[src/rtl/bpsc_pkg.sv]
package bpsc_pkg;

	localparam int MAX_PAIRS = 32;
	localparam int ID_BITS   = 32;
	localparam int FIELD_W   = 32;
	localparam int LEN_W     = 6;
	localparam logic [LEN_W-1:0] LEN_MAX = '1;
	localparam int S_TDATA_W = 2 * FIELD_W;
	localparam int RUN_W     = 2 * FIELD_W + LEN_W;
	localparam int M_TDATA_W = ((RUN_W + 7) / 8) * 8;

	typedef logic [ID_BITS-1:0] id_t;

	typedef struct packed {
		id_t src;
		id_t dst;
	} pair_t;

	// per-cycle command to every cell of the chain
	typedef struct packed {
		logic insert;
		logic shift;
	} cell_ctl_t;

	typedef struct packed {
		logic consume;
		logic done;
	} merge_sts_t;

	typedef struct packed {
		logic [FIELD_W-1:0] src;
		logic [FIELD_W-1:0] dst;
		logic [LEN_W-1:0]   len;
		logic               last;
		logic               ovf;
	} run_t;

endpackage

[src/rtl/bpsc_cell.sv]
module bpsc_cell
	import bpsc_pkg::*;
(
	input  logic      clk,
	input  logic      arst_n,
	input  cell_ctl_t ctl,
	input  pair_t     new_pair,
	input  pair_t     left_pair,
	input  logic      left_valid,
	input  logic      left_take,
	input  pair_t     right_pair,
	input  logic      right_valid,
	output pair_t     pair,
	output logic      valid,
	output logic      take
);

	pair_t pair_q;
	logic  valid_q;

	// take: the new pair belongs here or further towards the head
	assign take  = !valid_q || (pair_q.src > new_pair.src);
	assign pair  = pair_q;
	assign valid = valid_q;

	always_ff @(posedge clk or negedge arst_n) begin
		if (!arst_n) begin
			valid_q <= 1'b0;
		end else if (ctl.insert) begin
			if (left_take) begin
				valid_q <= left_valid;
			end else if (take) begin
				valid_q <= 1'b1;
			end
		end else if (ctl.shift) begin
			valid_q <= right_valid;
		end
	end

	always_ff @(posedge clk) begin
		if (ctl.insert) begin
			if (left_take) begin
				pair_q <= left_pair;
			end else if (take) begin
				pair_q <= new_pair;
			end
		end else if (ctl.shift) begin
			pair_q <= right_pair;
		end
	end

endmodule

[config.mk]
export PLATFORM = sky130hd
export DESIGN_NAME = bpsc_cell
export DESIGN_NICKNAME = d
export VERILOG_FILES = /design/src/rtl/bpsc_pkg.sv /design/src/rtl/bpsc_cell.sv
export SDC_FILE = /design/constraint.sdc
export NUM_CORES = 1
export LEC_CHECK = 0
export BUFFER_PORTS_ARGS = -buffer_cell sky130_fd_sc_hd__buf_2
export CAP_MARGIN = 20
export CORE_AREA = 3 3 102 104
export CTS_BUF_LIST = sky130_fd_sc_hd__clkbuf_16
export CTS_CLUSTER_DIAMETER = 80
export DETAILED_ROUTE_END_ITERATION = 16
export DIE_AREA = 0 0 105 107
export PLACE_DENSITY = 0.86
export REMOVE_ABC_BUFFERS = 1
export SLEW_MARGIN = 20
export SYNTH_ARGS = -nofsm -noshare
export SYNTH_HDL_FRONTEND = slang
export SYNTH_SLANG_ARGS = --single-unit
[constraint.sdc]
create_clock -name clk -period 9.8 [get_ports clk]
set_input_delay 0.49 -clock clk [delete_from_list [all_inputs] [get_ports clk]]
set_output_delay 0.49 -clock clk [all_outputs]
set_load 0.02 [all_outputs]
---- After elaboration in Yosys (flattened, before gate mapping) ----
Index checks and enable logic that the tools add are counted.
W data, S select, Z words.
word-level totals
  register bits ........................... 65
  latch bits .............................. 0
  RAM bits ................................ 0
  ROM bits ................................ 0
  input bits .............................. 199
  output and inout bits ................... 66
  memories kept ........................... 0
operators by class
  $add $sub $neg .......................... 0
  $mul .................................... 0
  div/mod/pow operators ................... 0
  $lt $le $gt $ge ......................... 1
  equal/unequal tests ..................... 1
  shift operators ......................... 0
  mux-type cells .......................... 8
  bitwise gates (word level) .............. 0
  reduce and logical (&&, ||, !) cells .... 4
operators with widths
  cell                  count
  $mux W64              4
  $gt A32 B32 Y1        1
  $mux W1               4
  $ne A3 B1 Y1 const B  1
  $reduce_and A2 Y1     1
  $reduce_bool A2 Y1    1
  $logic_not A1 Y1      1
  $logic_or A1 B1 Y1    1

---- Longest topological paths before layout ----
  depth in word-level cells ............... 5
  depth in mapped cells ................... 7

---- Least setup slack after synthesis ----
No wires, ideal clock.
  path kind ............................... register -> register
  from .................................... register pair_q, in the netlist pair[62]
  to ...................................... register pair_q, in the netlist pair[0], enable pin
  library setup time ...................... 0.432 ns
  arrival time ............................ 3.398 ns
  data required time ...................... 9.368 ns
  setup slack ............................. 5.969 ns
  stages on the path, launching flop included .. 7
  cells stage by stage .................... edfxtp_1 ha_1 nand4_1 or3_1 o31ai_1 o31a_1 o32a_1
between the ends
  longest elaborated chain between the ends .. 4
ends and longest elaborated chain
  what                         RTL line         RTL
  start: declaration           bpsc_cell.sv:18  pair_t pair_q;
  start signal: assignment     bpsc_cell.sv:43  pair_q <= left_pair;
  start signal: assignment     bpsc_cell.sv:45  pair_q <= new_pair;
  start signal: assignment     bpsc_cell.sv:48  pair_q <= right_pair;
  $gt A32 B32 Y1               bpsc_cell.sv:22  assign take = !valid_q || (pair_q.src > new_pair.src);
  $logic_or A1 B1 Y1           bpsc_cell.sv:22
  $ne A3 B1 Y1 (no line)       -
  $reduce_and A2 Y1 (no line)  -
No other way between the ends.
A chain may end at the register's enable or synchronous reset.

---- Final worst setup path ----
  from .................................... register pair_q, in the netlist pair[62]
  to ...................................... register pair_q, in the netlist pair[21], enable pin
Same word-level chain as after synthesis.

==> metrics <==
status=finished, final reports clean; Clock Path Buffers=2; vias per cell=5.04; die span in x=105 um; GRT Total Usage=20.9%; clk root buf=clkbuf_16; Nets=890; Tot Pwr=858 uW; Clk Latency, worst-skew pair=0.32 ns; final setup vio count=0; Final Hold Violating Endpoints=0; clock group share of total power=32.2%; Slew Limit Fails=0; Area Growth Syn to Fin=41.2%; DRT antenna net count=0; Max IR drop VDD=0.0910 mV; Cell variety after synth=34; CTS buffer count=9; # Max-Cap Violations=0; Final GP Congestion=0.810; CTS resizes=0; routed wire length=12100 um; clock slew at reported path FFs=0.05 ns; Synth warnings=0; CTS Hold Bufs=1; Final Critical Period=3.02 ns; initial core utilization=42.5%; crit-path max FO=64; Net Sw Frac=29.7%; placed insts=780; die extent in y=107 um; Die Area=11200 um2; fin crit share=30.8%; layout cells sized above 1=42.4%; Syn Inst Count=402; pwr/cell area=148 nW/um2; setup bufs post-CTS=0; Worst Hold Class=in2reg; worst path required time=9.74 ns; Seq pwr share=41.7%; Synth Cell Area=4100 um2; Worst Tran Pin Value=0.834 ns; worst rel slew slack=44.4%; pre-CTS setup slack=6.58 ns; largest net degree at the start of global routing=85; First-pass DRT Iterations=4; wire length of the first global-routing pass=18700 um; slowest stage cell, crit path=buf_4; global route overflow=0; Combinational Power Share=26.1%; Seq cells post-synth=65; CP Class=reg2reg; ant diodes=0; crit end category=flip-flop; vias=4014; Pleak=0.00292 uW; Startpoint Class=flip-flop; Pint=604 uW; switching pwr=255 uW; post-DR wirelength/cell=15.2 um; Post-Route Utilization=60.0%; 1st-iter DRT viols=203; setup TNS=0 ns; number of placement rows=36; I/O pin cnt=265; fin worst setup slack=6.78 ns; Sinks on Clock Net=65; vias in the first global route=4070; core area=9640 um2; Max H-tree Level=3; Seq/Total Area, Yosys=47.5%; clock skew after layout=0.00748 ns; RSZ-0062 raised after global routing=false; initial antenna violation count=0; CP max stage delay=0.66 ns; Synth Area per Inst=10.2 um2; critical path arrival=2.96 ns; CTS tree=built; highest clock rate=0.331 GHz; CP Cell Sequence=ha_1, nand4_1, or3_1, o31ai_1, o31a_1, o32a_2, buf_4; Finished Layout Cells=796; port bufs=264; # DRC=0; Detail Placement HPWL=9680 um
-- routing by layer --
layer | global-route usage (%) | share of wire [%]
met5 | 0 | 0
met4 | 8.15 | 2.1
met3 | 5.00 | 7.0
met2 | 40.5 | 55
met1 | 21.5 | 36
-- power groups by stage --
stage / Combinational (uW) / Sequential, uW / Clock [uW]
2_1_floorplan: 78.4 / 402 / 0
3_3_place_gp: 217 / 362 / 0
3_5_place_dp: 225 / 364 / 0
4_1_cts: 226 / 359 / 283
5_1_grt: 247 / 361 / 295
6_report: 224 / 358 / 276
-- worst max-delay path: cells and delay by family, from the launching register on --
family	cells	cell delay, ns
adders and majority gates	1	0.33
buffers and inverters	1	0.66
DFF	1	0.41
and+or+nand+nor	2	0.62
AOI/OAI and AO/OA	3	0.61
-- synthesized netlist by cell type --
library cell | n | area, um2
a2111o_1 | 1 | 11.3
a2111oi_0 | 1 | 8.76
a21o_1 | 1 | 7.51
a21oi_1 | 76 | 380
a21oi_2 | 1 | 8.76
a221oi_1 | 1 | 8.76
a22oi_1 | 1 | 7.51
a2bb2oi_1 | 1 | 8.76
buf_1 | 4 | 15.0
buf_2 | 6 | 30.0
clkbuf_1 | 12 | 45.0
dfrtp_1 | 1 | 25.0
edfxtp_1 | 64 | 1920
ha_1 | 32 | 400
inv_1 | 33 | 124
mux2i_1 | 64 | 641
nand2_1 | 9 | 33.8
nand2b_1 | 1 | 6.26
nand3_1 | 2 | 10.0
nand4_1 | 8 | 50.1
nor2_1 | 67 | 251
nor2b_1 | 1 | 6.26
nor3_1 | 1 | 5.00
nor4_1 | 1 | 6.26
o211ai_1 | 1 | 7.51
o21a_1 | 1 | 7.51
o21ai_0 | 4 | 20.0
o21ai_1 | 1 | 5.00
o22a_1 | 1 | 8.76
o31a_1 | 1 | 8.76
o31ai_1 | 1 | 7.51
o32a_1 | 1 | 10.0
or2_1 | 1 | 6.26
or3_1 | 1 | 6.26
-- stage by stage --
stage	instance area, um2	hold WS [ns]
2_1_floorplan	4010	0.194
3_3_place_gp	5530	0.265
3_5_place_dp	5530	0.266
4_1_cts	5790	0.395
5_1_grt	5790	0.406
6_report	5790	0.404
-- final timing paths --
check	depth (start not counted)	startpoint	slack, ns	endpoint
max	7	pair[62]	6.78	pair[21]
min	2	left_valid	0.40	valid
max reg2reg	7	pair[62]	6.78	pair[21]
min reg2reg	3	valid	0.76	valid
max in group asynchronous	2	arst_n	9.25	valid
min in group asynchronous	2	arst_n	0.47	valid
-- final cells by class --
class,instances,area (um2)
inverters,33,124
flip-flops and latches,65,1950
repair buffers,268,1360
multi-input cells,282,1940
clock buffers,9,225
clock inverters,6,26.3
well taps,133,166
fillers,854,3850
-- logic make-up after synthesis --
family	after synthesis	synth area share, %
AOI/OAI and AO/OA	94	12.6
and+or+nand+nor	92	9.31
DFF	65	47.5
muxes	64	15.6
buffers and inverters	55	5.22
adders and majority gates	32	9.76
-- sequential cells by signal, summed over array words and instances, names as in the netlist --
| signal | cells |
|---|---|
| pair | 64 |
| valid | 1 |
-- placed cells by master (no fill, tap or decap), drive strengths merged --
master,instances
a21oi,77
nor2,67
a2111o,1
o21ai,5
o31a,1
nor3,1
inv,33
edfxtp,64
o32a,1
nand2,9
o31ai,1
or3,1
nand2b,1
clkbuf,9
ha,32
dlygate4sd3,1
a21o,1
or2,1
o22a,1
nor2b,1
a22oi,1
a221oi,1
o21a,1
dfrtp,1
nor4,1
nand3,2
mux2i,64
a2111oi,1
o211ai,1
buf,267
a2bb2oi,1
nand4,8
clkinv,6
Power figures use the tool's default switching activity.
