**config.mk**
```make
export PLATFORM = sky130hd
export DESIGN_NAME = bpsc_merge
export DESIGN_NICKNAME = d
export VERILOG_FILES = /design/src/rtl/bpsc_pkg.sv /design/src/rtl/bpsc_merge.sv
export SDC_FILE = /design/constraint.sdc
export NUM_CORES = 1
export LEC_CHECK = 0
export ABC_AREA = 1
export CORE_ASPECT_RATIO = 1.1
export CORE_MARGIN = 2
export CORE_UTILIZATION = 35
export CTS_CLUSTER_DIAMETER = 200
export DETAILED_ROUTE_END_ITERATION = 8
export DONT_BUFFER_PORTS = 1
export PLACE_DENSITY = 0.48
export SYNTH_ARGS = -nofsm -noshare
export SYNTH_HDL_FRONTEND = slang
export SYNTH_SLANG_ARGS = --single-unit
```
**constraint.sdc**
```tcl
create_clock -name clk -period 4.9 [get_ports clk]
set_input_delay 0.245 -clock clk [delete_from_list [all_inputs] [get_ports clk]]
set_output_delay 0.245 -clock clk [all_outputs]
set_load 0.01 [all_outputs]
```
**src/rtl/bpsc_pkg.sv**
```systemverilog
package bpsc_pkg;

	localparam int MAX_PAIRS = 32;
	localparam int ID_BITS   = 32;
	localparam int FIELD_W   = 32;
	localparam int LEN_W     = 6;
	localparam logic [LEN_W-1:0] LEN_MAX = '1;
	localparam int S_TDATA_W = 2 * FIELD_W;
	localparam int RUN_W     = 2 * FIELD_W + LEN_W;
	localparam int M_TDATA_W = ((RUN_W + 7) / 8) * 8;

	typedef logic [ID_BITS-1:0] id_t;

	typedef struct packed {
		id_t src;
		id_t dst;
	} pair_t;

	// per-cycle command to every cell of the chain
	typedef struct packed {
		logic insert;
		logic shift;
	} cell_ctl_t;

	typedef struct packed {
		logic consume;
		logic done;
	} merge_sts_t;

	typedef struct packed {
		logic [FIELD_W-1:0] src;
		logic [FIELD_W-1:0] dst;
		logic [LEN_W-1:0]   len;
		logic               last;
		logic               ovf;
	} run_t;

endpackage

```
**src/rtl/bpsc_merge.sv**
```systemverilog
module bpsc_merge
	import bpsc_pkg::*;
(
	input  logic       clk,
	input  logic       arst_n,
	input  logic       drain,
	input  pair_t      head_pair,
	input  logic       head_valid,
	input  logic       ovf,
	input  logic       out_ready,
	output merge_sts_t sts,
	output logic       out_valid,
	output run_t       out_run
);

	logic             run_valid_q;
	id_t              start_src_q;
	id_t              start_dst_q;
	id_t              last_src_q;
	id_t              last_dst_q;
	logic [LEN_W-1:0] len_q;
	logic             out_valid_q;
	run_t             out_run_q;

	logic out_free;
	logic cont;
	logic emit_brk;
	logic emit_fin;

	assign out_free = !out_valid_q || out_ready;
	assign cont     = run_valid_q
	                  && (head_pair.src == id_t'(last_src_q + 1'b1))
	                  && (head_pair.dst == id_t'(last_dst_q + 1'b1));
	assign emit_brk = drain && head_valid && run_valid_q && !cont && out_free;
	assign emit_fin = drain && !head_valid && run_valid_q && out_free;

	assign sts.consume = drain && head_valid && (!run_valid_q || cont || out_free);
	assign sts.done    = emit_fin;
	assign out_valid   = out_valid_q;
	assign out_run     = out_run_q;

	always_ff @(posedge clk or negedge arst_n) begin
		if (!arst_n) begin
			run_valid_q <= 1'b0;
			out_valid_q <= 1'b0;
		end else begin
			if (emit_fin) begin
				run_valid_q <= 1'b0;
			end else if (sts.consume) begin
				run_valid_q <= 1'b1;
			end
			if (emit_brk || emit_fin) begin
				out_valid_q <= 1'b1;
			end else if (out_ready) begin
				out_valid_q <= 1'b0;
			end
		end
	end

	always_ff @(posedge clk) begin
		if (emit_brk || emit_fin) begin
			out_run_q.src  <= FIELD_W'(start_src_q);
			out_run_q.dst  <= FIELD_W'(start_dst_q);
			out_run_q.len  <= len_q;
			out_run_q.last <= emit_fin;
			out_run_q.ovf  <= ovf;
		end
		if (sts.consume) begin
			last_src_q <= head_pair.src;
			last_dst_q <= head_pair.dst;
			if (cont) begin
				// saturate the length
				len_q <= len_q + LEN_W'(len_q != LEN_MAX);
			end else begin
				start_src_q <= head_pair.src;
				start_dst_q <= head_pair.dst;
				len_q       <= LEN_W'(1);
			end
		end
	end

endmodule

```
======== Word level (Yosys, flattened, before mapping) ========
Index checks and enable logic that the tools add are counted.
operators by class
  add/subtract/negate cells ............... 3
  eq/ne operators ......................... 3
  muxes and demuxes ....................... 4
  bitwise gates (word level) .............. 1
  reduce and logical (&&, ||, !) cells .... 21
operators with widths
  cell                                           count
  adder 32 x 1 -> 32 bit, second input constant  2
  == test 32 bit                                 2
  logical AND 1 bit                              10
  adder 6 x 1 -> 6 bit                           1
  inequality test 6 bit, second input constant   1
  logical NOT 1 bit                              4
  logical OR 1 bit                               4
  two-way mux 1 bit                              4
  nonzero test 2 bit                             2
  AND reduction 2 bit                            1
  NOT 1 bit                                      1
word-level totals
  register bits after elaboration ......... 208
  input port bits ......................... 70

======== Depth between registers and ports, before layout ========
Gate-level depths: netlist of the first run.
  depth in word-level cells ............... 9
  depth in mapped cells ................... 19
  gate-level depth less buffers ........... 19

======== Worst setup path after synthesis of the first run ========
No wires, ideal clock.
  kind .................................... reg-to-reg
  start ................................... register last_dst_q[0]
  end ..................................... register last_dst_q[0], enable pin
  setup time .............................. 433 ps
  data arrival time ....................... 3,387 ps
  data required time ...................... 4,467 ps
  setup slack ............................. 1,079 ps
  stages on the path, launching flop included .. 20
  clock period less this slack ............ 3,821 ps
  cell sequence ........................... edfxtp_1 ha_1 nand2_2 nor2_8 nand2_4 nor2_4 nand2_1 nand2_1 nand2_1 nand2_1 nand2_1 inv_2 nand2_1 nor2_1 nand2_1 nor2_1 nand2_2 nand2_1 nand2_1 nand2_1
RTL lines
  what                    line              RTL
  from (decl)             bpsc_merge.sv:20  id_t last_dst_q;
  from (signal assigned)  bpsc_merge.sv:70  last_dst_q <= head_pair.dst;

==> impl_metrics.py, run 1 <==
metrics = {
    "floorplan": {
        "fp.coreArea_mm2": 0.02696,
        "die_area_mm2": 0.02878,
        "boundaryPins": 145,
        "initial_core_util": 0.3563,
        "die_w_um": 161.9,
        "die_y_um": 177.7,
        "rows": 63,
    },
    "cells_and_area": {
        "regArea_mm2": 0.006236,
        "finalInstanceArea_mm2": 0.01150,
        "final_cell_mix": "290 x nand2_1, 206 x edfxtp_1, 109 x inv_1, 99 x nor2_1, 70 x dlygate4sd3_1",
        "instances_no_fill": 1390,
        "area_delta_synth_final_pct": 19.75,
        "final_nets": 1092,
        "multi_input_area_mm2": 0.002922,
        "fill_cells": 2594,
        "final_common_cell": "nand2_1",
        "post_route_cells_drive_above_1_share": 0.07744,
        "antenna_cells": 0,
    },
    "sta": {
        "finalSetupViolations": 0,
        "tightest_slew_ps": 1050,
        "period_share": 0.7733,
        "timing.slew.headroom": 0.2998,
        "rsz0062_at_grt": "no",
        "fin_tns_setup_ps": 0,
        "post-route-min-period_ps": 3789,
        "clock_skew_ps": 8.941,
        "fmax_ghz": 0.2639,
        "hold_viol": 0,
        "slew_viol_final": 0,
    },
    "synthesis": {
        "synth.distinct_cells": 31,
        "ys_seq_area_frac": 0.6493,
        "syn-cell-area_mm2": 0.009604,
        "ys_ff_latch": 208,
        "syn_avg_cell_area_um2": 10.39,
        "ys_warn_count": 0,
        "synth_cells": 924,
        "syn_nets": 998,
    },
    "global_routing": {
        "grt_max_degree": 73,
        "antenna_found_initial": 0,
        "grt_pass1_vias": 6377,
        "grt_pass1_wl_um": 35960,
        "grt_use_total": 0.1635,
        "grt_overflow_total": 0,
    },
    "worst_setup_path": {
        "cp_max_fo": 71,
        "required_ps": 4660,
        "startpoint_type": "register",
        "critical_path_class": "register to output pin",
        "crit_arrival_ps": 3540,
        "cp-end-kind": "output pin",
    },
    "place": {
        "placed_area_mm2": 0.01008,
        "gp_congestion": 0.8847,
        "io_buffers": 0,
        "hpwl_um": 15760,
        "placedCellCount": 1281,
    },
    "clock_network": {
        "clkTransAtPathRegs_ps": 60,
        "clock_tree.buffer_depth": 3,
        "cts_tree": "yes",
        "cts_buffers": 22,
        "cts_root_buf": "clkbuf_16",
        "cts_sinks": 208,
        "clk_latency_ps": 510,
        "htree_levels": 1,
        "postCtsSetupBuffers": 0,
    },
    "drt": {
        "drt_wl_total_um": 23410,
        "num_vias": 6339,
        "drt_pass1_iterations": 4,
        "ant_nets": 0,
        "wl_per_cell_um": 16.84,
        "route.detailed.drc": 0,
        "first_iter_violations": 357,
        "vias_per_cell": 4.560,
    },
    "job": {
        "maxCapViolCount": 0,
    },
    "status": {
        "status": "complete, no violations",
    },
    "power_and_ir_drop": {
        "vdd_drop_max_v": 0.0002302,
        "leakage_uw": 0.004566,
        "p_per_area_mw_per_mm2": 374.6,
    },
    "worst_hold_path": {
        "min_path_type": "input pin to register",
    },
}
-- per-stage QoR --
step           hold slack [ps]  setup slack [ps]  power, µW    util
2_1_floorplan           -50.59              1079       2498       -
3_3_place_gp            -50.51              1457       2602  0.3739
3_5_place_dp            -50.51              1408       2602  0.3739
4_1_cts                  35.87              1013       4370  0.4266
5_1_grt                  44.31             690.1       4494  0.4266
6_report                 55.86              1111       4308  0.4266
-- power breakdown --
group          switching (µW)  total, µW  internal (µW)  leakage (µW)
Sequential                101       2230           2130       0.00195
Combinational             250        383            132       0.00226
Clock                     680       1690           1010      0.000350
-- logic make-up after synthesis --
| logic type | after synthesis | share of synthesized area |
|---|---|---|
| AOI/OAI and AO/OA | 22 | 0.01381 |
| xor gates and xnor gates | 36 | 0.03439 |
| adders and majority gates | 4 | 0.005211 |
| buffers and inverters | 122 | 0.04807 |
| DFF | 208 | 0.6493 |
| and+or+nand+nor | 532 | 0.2492 |
-- cell usage after synthesis --
cell / n / share of area
ha_1: 4 / 0.0052
xnor2_1: 13 / 0.012
nand3_2: 2 / 0.0021
edfxtp_1: 206 / 0.64
o21ai_0: 6 / 0.0031
xor2_1: 22 / 0.020
nand2_1: 292 / 0.11
nor2_8: 3 / 0.0063
nand3_1: 66 / 0.034
xor3_1: 1 / 0.0025
dfrtp_1: 2 / 0.0052
inv_1: 110 / 0.043
inv_2: 8 / 0.0031
nor2_1: 99 / 0.039
nor4_1: 1 / 0.00065
nor2_4: 9 / 0.011
nor3_1: 5 / 0.0026
nand4_1: 15 / 0.0098
o211ai_1: 1 / 0.00078
nand3b_1: 15 / 0.012
a21o_1: 2 / 0.0016
nor2_2: 9 / 0.0059
or2_1: 1 / 0.00065
o21bai_1: 6 / 0.0047
clkinv_1: 3 / 0.0012
o21ai_1: 5 / 0.0026
nand2_2: 8 / 0.0052
buf_4: 1 / 0.00078
a21oi_1: 2 / 0.0010
nand2_4: 4 / 0.0047
or2_2: 3 / 0.0020
-- flip-flops by register name, summed over array words and instances (netlist names) --
register / flops
out_valid: 1
start_dst_q: 32
run_valid_q: 1
len_q: 6
last_dst_q: 32
last_src_q: 32
out_run: 72
start_src_q: 32
-- area by class of cell --
type,count,area share
clock buffers,28,0.05168
well taps,357,0.03884
inverters,121,0.03949
multi-input cells,594,0.2540
flip-flops and latches,208,0.5422
repair buffers,71,0.06266
clock inverters,11,0.01110
-- layer usage --
layer	part of all wire	wire [µm]	global-route usage
met2	0.47	11020	0.2759
met3	0.066	1544	0.04253
met4	0.021	493	0.04462
met5	0	0	0
met1	0.44	10350	0.2086
-- worst paths after layout --
path                                  from        endpoint  slack [ps]  cells past startpoint
min in group asynchronous           arst_n     run_valid_q         500                      2
max in group asynchronous           arst_n       out_valid        4260                      2
max                          last_src_q[0]          sts[1]        1110                     17
min                                  drain      out_run[1]          60                      2
max reg2reg                  last_src_q[0]  last_dst_q[18]        1480                     17
min reg2reg                start_src_q[30]     out_run[70]         420                      0
-- timing repair --
action                    in CTS  in global routing
hold buffers                  70                  0
hold endpoints to repair     134                  0
gates resized for setup        0                  0
-- critical path: stages, from the launching register on --
cell	delay, ps
edfxtp_1	420
ha_1	230
nand2_1	100
nor2_4	160
nand2_1	90
nor2_1	230
nand2_1	80
nand2_1	80
a21oi_1	70
nor2_1	90
nand2_1	60
nor2_1	130
nand2_1	70
nor2_1	110
nand2_2	160
nand2_1	90
nand2_1	80
nand2_4	730
(Power assumes the default switching activity.)
==> run 2, diff against run 1 <==
clock period = 3.78 ns   (was 4.9 ns; I/O delays follow)
==> impl_metrics.py, run 2 (same netlist as run 1, synthesis figures left out) <==
metrics = {
    "sta": {
        "finalSetupViolations": 0,
        "slew_viol_final": 0,
        "hold_slack_ps": 123.1,
        "fmax_ghz": 0.2974,
        "period_share": 0.8894,
        "fin_ws_ps": 418.1,
        "tightest_slew_ps": 499.4,
        "post-route-min-period_ps": 3362,
        "rsz0062_at_grt": "no",
        "timing.slew.headroom": 0.6671,
        "clock_skew_ps": 10.30,
        "fin_tns_setup_ps": 0,
        "hold_viol": 0,
    },
    "clock_network": {
        "clock_tree.buffer_depth": 3,
        "cts_root_buf": "clkbuf_16",
        "cts_tree": "yes",
        "htree_levels": 1,
        "cts_buffers": 23,
        "clk_latency_ps": 510,
        "clkTransAtPathRegs_ps": 60,
        "cts_sinks": 208,
    },
    "cells_and_area": {
        "final_cell_mix": "290 x nand2_1, 206 x edfxtp_1, 109 x inv_1, 98 x nor2_1, 71 x dlygate4sd3_1",
        "finalInstanceArea_mm2": 0.01161,
        "final_common_cell": "nand2_1",
        "antenna_cells": 0,
        "post_route_cells_drive_above_1_share": 0.08621,
        "final_nets": 1105,
        "fill_cells": 2553,
        "largest_reg_flops": 72,
        "area_delta_synth_final_pct": 20.91,
    },
    "floorplan": {
        "rows": 63,
        "initial_core_util": 0.3563,
        "die_w_um": 161.9,
        "die_y_um": 177.7,
        "fp.coreArea_mm2": 0.02696,
        "die_area_mm2": 0.02878,
        "boundaryPins": 145,
    },
    "drt": {
        "first_iter_violations": 387,
        "drt_wl_total_um": 23440,
        "vias_per_cell": 4.534,
        "route.detailed.drc": 0,
        "wl_per_cell_um": 16.73,
        "num_vias": 6352,
        "drt_pass1_iterations": 5,
        "ant_nets": 0,
    },
    "global_routing": {
        "grt_pass1_wl_um": 35380,
        "grt_max_degree": 36,
        "met3_usage": 0.04043,
        "top_usage_layer": "met2",
        "grt_use_total": 0.1622,
        "antenna_found_initial": 0,
        "grt_overflow_total": 0,
        "met2_usage": 0.2782,
        "grt_pass1_vias": 6301,
        "grt_use_met1": 0.2061,
    },
    "worst_setup_path": {
        "critical_path_class": "register to output pin",
        "slowest_stage": "edfxtp_1",
        "crit_arrival_ps": 3170,
        "path_cells": "ha_1 -> nand2_1 -> nor2_4 -> nand2_4 -> nor2_2 -> nand2_1 -> nand3_1 -> nand2_1 -> nor2_1 -> nand2_1 -> nor2_1 -> nand2_1 -> nor2_2 -> nand2_2 -> nand2_1 -> nand2_1 -> nand2_8 -> buf_16",
        "startpoint_type": "register",
        "max_stage_delay_ps": 410,
        "critical_path_buf_inv_count": 1,
        "cp_top_family": "simple AND/OR/NAND/NOR gates",
        "cpMostUsedCell": "nand2_1",
        "cp-end-kind": "output pin",
        "required_ps": 3590,
        "cp_max_fo": 28,
    },
    "power_and_ir_drop": {
        "p_int_uw": 4204,
        "leakage_uw": 0.004625,
        "power_switching_uw": 1330,
        "clock_power_share": 0.381,
        "report.power.total_uw": 5534,
        "swShare": 0.2403,
        "p_per_area_mw_per_mm2": 476.6,
        "pwr-share-comb": 0.096,
        "vdd_drop_max_v": 0.0002908,
        "seqPwrFrac": 0.523,
    },
    "place": {
        "io_buffers": 0,
        "hpwl_um": 16360,
        "placed_area_mm2": 0.01015,
        "gp_congestion": 0.8623,
        "pre_cts_ws_ps": 503.1,
    },
    "status": {
        "status": "complete, no violations",
    },
    "worst_hold_path": {
        "min_path_type": "input pin to register",
    },
    "job": {
        "maxCapViolCount": 0,
    },
}
==> run 2: worst paths after layout <==
kind / start / end / slack [ps] / cells after the start
max: last_src_q[0] / sts[1] / 420 / 18
min: drain / out_run[1] / 120 / 3
max reg2reg: last_src_q[0] / out_run[26] / 650 / 15
min reg2reg: start_src_q[24] / out_run[64] / 420 / 0
max in group asynchronous: arst_n / run_valid_q / 3210 / 2
min in group asynchronous: arst_n / out_valid / 450 / 2
==> run 2: tightest hold or removal path: stages <==
cell and delay (ps):
inv_1 40, nor4_1 70, buf_4 160
==> run 2: repair_timing <==
| item | 4_1_cts | 5_1_grt |
|---|---|---|
| endpoints found under the hold margin | 133 | 0 |
| endpoints found under the setup margin | 0 | 1 |
| resized for setup | 0 | 3 |
| hold buffers | 71 | 0 |
| buffers inserted | 0 | 5 |
==> run 2: layout make-up <==
class,count,area (µm²),share of cell area
Clock inverter,11,106.4,0.009158
Timing Repair Buffer,83,845.8,0.07284
Inverter,121,454.2,0.03911
Multi-Input combinational cell,594,2933,0.2526
Clock buffer,27,590.6,0.05086
Sequential cell,208,6236,0.5370
Tap cell,357,446.7,0.03847
==> run 2: metal layers <==
layer	wire [µm]	vias to the layer above	part of all wire
li1	-	3261	-
met1	10280	2885	0.44
met2	11230	178	0.48
met3	1573	28	0.067
met4	359	0	0.015
met5	0	-	0
==> run 2: per-stage QoR <==
stage,utilization,cells
floorplan,-,924
global placement,0.3765,1287
detailed placement,0.3765,1287
CTS,0.4287,1396
global route,0.4308,1401
finish,0.4308,1401
==> run 2: power by group through the flow <==
stage	registers, µW	logic (µW)	clock network, µW
finish	2890	534	2110
global route	2910	603	2260
CTS	2900	531	2180
detailed placement	2940	449	0
global placement	2940	447	0
floorplan	2920	317	0
